<file path="src/rtl/sha_pkg.sv">
`default_nettype none

package sha_pkg;

    // Pool geometry.
    localparam int SLAB_CAPACITY = 64;
    localparam int MAX_SLABS     = 16;
    localparam int STACK_DEPTH   = 1024;
    localparam int HANDLE_SPACE  = 1024;

    // Field and state widths.
    localparam int HANDLE_W = 10;
    localparam int STATUS_W = 2;
    localparam int COUNT_W  = 11;
    localparam int LIMIT_W  = 5;
    localparam int SLOT_W   = 7;
    localparam int STACK_AW = 10;
    localparam int WIDE_W   = 12;

    localparam logic [LIMIT_W-1:0] LIMIT_RESET = LIMIT_W'(16);

    // Request operation codes.
    typedef enum logic {
        CMD_ALLOC = 1'b0,
        CMD_FREE  = 1'b1
    } t_cmd;

    // Response status codes.
    typedef enum logic [STATUS_W-1:0] {
        ST_OK        = 2'd0,
        ST_EXHAUSTED = 2'd1,
        ST_BAD_FREE  = 2'd2
    } t_status;

    // Commands from the controller to the datapath.
    typedef struct packed {
        logic accept;
        logic commit;
    } t_ctrl_cmd;

endpackage

`default_nettype wire

</file>
<file path="src/rtl/sha_ctrl.sv">
`default_nettype none

module sha_ctrl import sha_pkg::*; (
    input  wire logic i_clk,
    input  wire logic i_rst_n,
    input  wire logic i_in_valid,
    output logic      o_in_ready,
    output logic      o_out_valid,
    input  wire logic i_out_ready,
    output t_ctrl_cmd o_cmd
);

    typedef enum logic [1:0] {
        S_IDLE = 2'b01,
        S_EXEC = 2'b10
    } t_state;

    t_state r_state;
    t_state n_state;
    logic   r_out_valid;
    logic   n_out_valid;
    logic   accept;
    logic   commit;

    // A request is taken only in idle; the result commits once the output slot is free.
    assign accept = (r_state == S_IDLE) && i_in_valid;
    assign commit = (r_state == S_EXEC) && (!r_out_valid || i_out_ready);

    always_comb begin
        n_state = r_state;
        case (r_state)
            S_IDLE: begin
                if (accept) begin
                    n_state = S_EXEC;
                end
            end
            S_EXEC: begin
                if (commit) begin
                    n_state = S_IDLE;
                end
            end
            default: begin
                n_state = S_IDLE;
            end
        endcase
    end

    // The output register is filled on commit and emptied when the sink takes it.
    always_comb begin
        n_out_valid = r_out_valid;
        if (commit) begin
            n_out_valid = 1'b1;
        end else if (i_out_ready) begin
            n_out_valid = 1'b0;
        end
    end

    always_ff @(posedge i_clk) begin
        if (!i_rst_n) begin
            r_state     <= S_IDLE;
            r_out_valid <= 1'b0;
        end else begin
            r_state     <= n_state;
            r_out_valid <= n_out_valid;
        end
    end

    assign o_in_ready   = (r_state == S_IDLE);
    assign o_out_valid  = r_out_valid;
    assign o_cmd.accept = accept;
    assign o_cmd.commit = commit;

endmodule

`default_nettype wire

</file>
<file path="config.mk">
export PLATFORM = sky130hd
export DESIGN_NAME = sha_ctrl
export DESIGN_NICKNAME = d
export VERILOG_FILES = /design/src/rtl/sha_pkg.sv /design/src/rtl/sha_ctrl.sv
export SDC_FILE = /design/constraint.sdc
export NUM_CORES = 1
export LEC_CHECK = 0
export BUFFER_PORTS_ARGS = -buffer_cell sky130_fd_sc_hd__buf_2
export CORE_AREA = 2 2 39 41
export DETAILED_ROUTE_END_ITERATION = 8
export DIE_AREA = 0 0 41 43
export HOLD_SLACK_MARGIN = 0.1
export PLACE_DENSITY = 0.36
export SETUP_SLACK_MARGIN = 0.5
export SYNTH_ARGS = -nofsm -noshare
export SYNTH_HDL_FRONTEND = slang
export SYNTH_SLANG_ARGS = --single-unit
export TNS_END_PERCENT = 30
</file>
<file path="constraint.sdc">
create_clock -name i_clk -period 0.95 [get_ports i_clk]
set_input_delay 0.0475 -clock i_clk [delete_from_list [all_inputs] [get_ports i_clk]]
set_output_delay 0.0475 -clock i_clk [all_outputs]
set_load 0.01 [all_outputs]
</file>
; Word-level counts from Yosys, hierarchy flattened
; Cells that the tools add are included.
[word_totals]
ff_bits = 3
in_bits = 4
out_inout_bits = 4
wordCells = 17
[op_classes]
n_eq_ne = 4
muxes = 5
n_reduce_logical = 6
[op_table]
columns = operator, count
row1 = 2-to-1 mux 2 bit, 2
row2 = one-hot mux 2 bit (2 select lines), 1
row3 = "equality test 2 x 1 -> 1 bit, second input constant", 1
row4 = "equality test 2 bit, second input constant", 1
row5 = logical AND 1 bit, 2
row6 = 2-to-1 mux 1 bit, 2
row7 = "inequality test 2 x 1 -> 1 bit, second input constant", 1
row8 = "inequality test 2 bit, second input constant", 1
row9 = AND reduction 2 bit, 1
row10 = nonzero test 2 bit, 1
row11 = logical NOT 1 bit, 1
row12 = logical OR 1 bit, 1

; Depth between registers and ports, before layout
[depth]
ltp_word = 5
ltp_mapped = 3
ltp_nobuf = 2

; Worst setup path after synthesis
; No wires, ideal clock.
[synth_path]
path_type = flip-flop to flip-flop
start = register r_out_valid (netlist: o_out_valid)
end = register r_state[1]
setup_time_ns = 0.115
t_arrival_ns = 0.707
t_required_ns = 0.835
path_slack_ns = 0.129
stages_incl_launch_ff = 3
n_path_buf = 0
period_less_slack_ns = 0.821
cell_sequence = dfxtp_1 -> and4bb_1 -> o21a_1
[synth_between]
elab_chain_cells = 5
[synth_rtl]
columns = item, line_no
row1 = start: declaration, sha_ctrl.sv:20  ; logic r_out_valid;
row2 = start signal: assignment, sha_ctrl.sv:64  ; r_out_valid <= n_out_valid;
row3 = logical NOT 1 bit, sha_ctrl.sv:27  ; assign commit = (r_state == S_EXEC) && (!r_out_valid || i_out_ready);
row4 = logical OR 1 bit, sha_ctrl.sv:27
row5 = logical AND 1 bit, sha_ctrl.sv:27
row6 = inequality test 2 bit (no source line), --
row7 = AND reduction 2 bit (no source line), --
row8 = end signal: assignment, sha_ctrl.sv:63  ; r_state <= n_state;
row9 = end: declaration, sha_ctrl.sv:18  ; t_state r_state;
; No other way between the ends.
; A chain may end at the register's enable or synchronous reset.

==> out/qor.log <==
INFO  clock_tree     source_to_sink_clock_delay_at_the_later_pin_of_the_worst_skew_pair=230ps
INFO  routing        detail_route.first_pass.iterations=1
INFO  routing        route.final.wire_length=318microns
INFO  worst_setup_path cpMaxStageDelayCell=sky130_fd_sc_hd__dfxtp_4
INFO  synth          synth-warning-count=0
INFO  worst_setup_path setup.worst_path.start_class=register
INFO  power          powerDensity=1640nW/um^2
INFO  die            rows=14
INFO  sta            final_critical_path_required_period=973ps
INFO  synth          syn_inst=14
INFO  die            fp.dieArea=1760squm
INFO  sta            max_clock_freq=1030MHz
INFO  clock_tree     cts_bufs_inserted=3
INFO  synth          post_synth_main_area_contributors=sky130_fd_sc_hd__dfxtp_1, sky130_fd_sc_hd__buf_4, sky130_fd_sc_hd__and4bb_1
INFO  status         status=complete, but fails checks
INFO  worst_setup_path path_max_fanout=4
INFO  routing        drt_first_iter_violations=0
INFO  sta            slew-limit-headroom=0.941
INFO  clock_tree     htreeDepth=1
INFO  sta            fin_crit_sh=1.02
INFO  clock_tree     cts_tree=yes
INFO  sta            fin_ws=-22.7ps
INFO  synth          yosysUniqueCellTypes=9
INFO  final_layout   antennaDiodeCount=0
INFO  synth          synth_top_cell_area_share=0.425
INFO  sta            final-max-slew-violation-count=0
INFO  synth          syn-mean-instance-area=10.1squm
INFO  synth          synth_area_leader_cell=sky130_fd_sc_hd__dfxtp_1
INFO  global_routing grt_start_max_net_pins=5
INFO  clock_tree     clkSlewWorstSetupHoldPaths=40ps
INFO  worst_setup_path max_stage_delay=350ps
INFO  worst_setup_path reg2reg_setup_slack=-20ps
INFO  routing        total_vias_in_the_final_route=140
INFO  sta            unrepaired_setup_endpoints_after_global_routing=true
INFO  clock_tree     maximum_buffer_depth_of_the_clock_tree=2
INFO  global_routing grt_pass1_wl=524microns
INFO  clock_tree     cts-root-buf=sky130_fd_sc_hd__clkbuf_4
INFO  sta            tightest_slew=88.1ps
INFO  final_layout   area_growth_syn_to_layout=77.0%
INFO  power          vdd_drop_max=0.000227V
INFO  synth          synthesized_cell_area=141squm
INFO  die            start_util=0.102
INFO  routing        drc_violations_left=0
INFO  worst_setup_path timing.setup.critical_path_class=register to primary output
INFO  place          gp_routability_congestion=0.485
INFO  final_layout   final_net_count=30
INFO  die            io_pins=8
INFO  final_layout   share_of_layout_cells_above_drive_strength_1=0.680
INFO  synth          yosys_register_bits=3
INFO  place          place_ws=126ps
INFO  power          report.power.total=0.411mW
INFO  worst_hold_path timing.hold.worst.class=primary input to register
INFO  routing        post_drt_via_cell_ratio=3.41
INFO  global_routing sum_of_overflow_across_all_layers_after_global_routing=0
INFO  global_routing via_count_of_the_first_global_routing_pass=159
INFO  clock_tree     clkSinkCount=3
INFO  synth          synth.net_count=18
INFO  sta            skew=0.616ps
INFO  sta            timing.final.setup_violations=3
INFO  worst_setup_path cp_endpoint_kind=primary output
INFO  run            cap_violations=0
INFO  status         violations=negative setup slack
INFO  routing        antenna_left=0
INFO  worst_setup_path critical_path_arrival=930ps
INFO  sta            final-hold-violation-count=0
INFO  worst_setup_path crit_path_cell_trace=and3b_2 > buf_6
INFO  place          place.port_buffers=7
INFO  global_routing globalRouteTotalUtil=0.0521
INFO  die            die_h=43microns
INFO  power          power_leakage=0.115nW
INFO  worst_setup_path worstPathRequired=900ps
INFO  die            core_area=1380squm
INFO  routing        avgRoutedWirePerCell=7.76microns
INFO  die            die_width=41microns
INFO  global_routing antenna_violations_before_repair=0
INFO  synth          seq_area_frac_synth=0.425
## layer usage
metal  share of wire  global-route usage  vias up
met5               0                   0        -
met4           0.038               0.100        0
met3           0.038              0.0157        2
met2            0.62              0.0750        5
met1            0.30              0.0318       65
li1                -                   -       68
## where the power goes
group          switching, mW  internal, mW  total [mW]
registers            0.00605         0.133       0.139
clock network         0.0636         0.157       0.221
logic                 0.0183        0.0333      0.0516
## critical path: cells and delay by family, from the launching register on
kind	cells	cell delay (ps)
AND/OR/NAND/NOR	1	250
flip-flops	1	350
buffers and inverters	1	100
## worst paths after layout
check,start,to,cells after the start
worst max-delay path,r_state[1],o_cmd[1],2
worst min register to register,o_out_valid,o_out_valid,2
worst max register to register,r_state[1],r_state[1],3
worst min-delay path,i_rst_n,r_state[0],2
## placed cells by master (no fill, tap or decap), drive strengths merged
master,instances
buf,9
clkbuf,4
dfxtp,3
nor2b,2
nand2b,2
and4bb,1
and3b,1
o21a,1
a21boi,1
o21ai,1
## sequential cells by signal (all words and copies together) (netlist names)
register     flops
o_out_valid      1
r_state          2
## stage by stage
step	instances	util	area, sq um	hold slack [ps]	setup TNS, ps
floorplan	14	-	144	127	0
global placement	35	0.133	184	261	0
detailed placement	35	0.133	184	262	0
CTS	40	0.175	241	16.8	-113
global route	41	0.181	250	23.7	-170
finish	41	0.181	250	10.7	-57.3
## synth_stat cells
cell type,number
sky130_fd_sc_hd__nand2b_1,2
sky130_fd_sc_hd__o21ai_1,1
sky130_fd_sc_hd__and3b_1,1
sky130_fd_sc_hd__nor2b_1,2
sky130_fd_sc_hd__a21boi_1,1
sky130_fd_sc_hd__o21a_1,1
sky130_fd_sc_hd__and4bb_1,1
sky130_fd_sc_hd__buf_4,2
sky130_fd_sc_hd__dfxtp_1,3
## repair_timing
| action | CTS | global route |
|---|---|---|
| endpoints found under the hold margin | 3 | 3 |
| buffers inserted | 1 | 1 |
| resized for setup | 5 | 1 |
| pin swaps | 0 | 1 |
| setup endpoints to repair | 7 | 7 |
## final cells by class
type                       instances  area [sq um]
clock buffer                       4          26.3
sequential                         3          66.3
timing repair buffer               9          62.6
tap                               16          20.0
fill                             167          1130
multi-input combinational          9          75.1
## kinds of logic after synthesis
group / synth area share
AOI/OAI and AO/OA: 0.142
buffers and inverters: 0.106
DFF: 0.425
and+or+nand+nor: 0.327
Power figures use the tool's default switching activity.
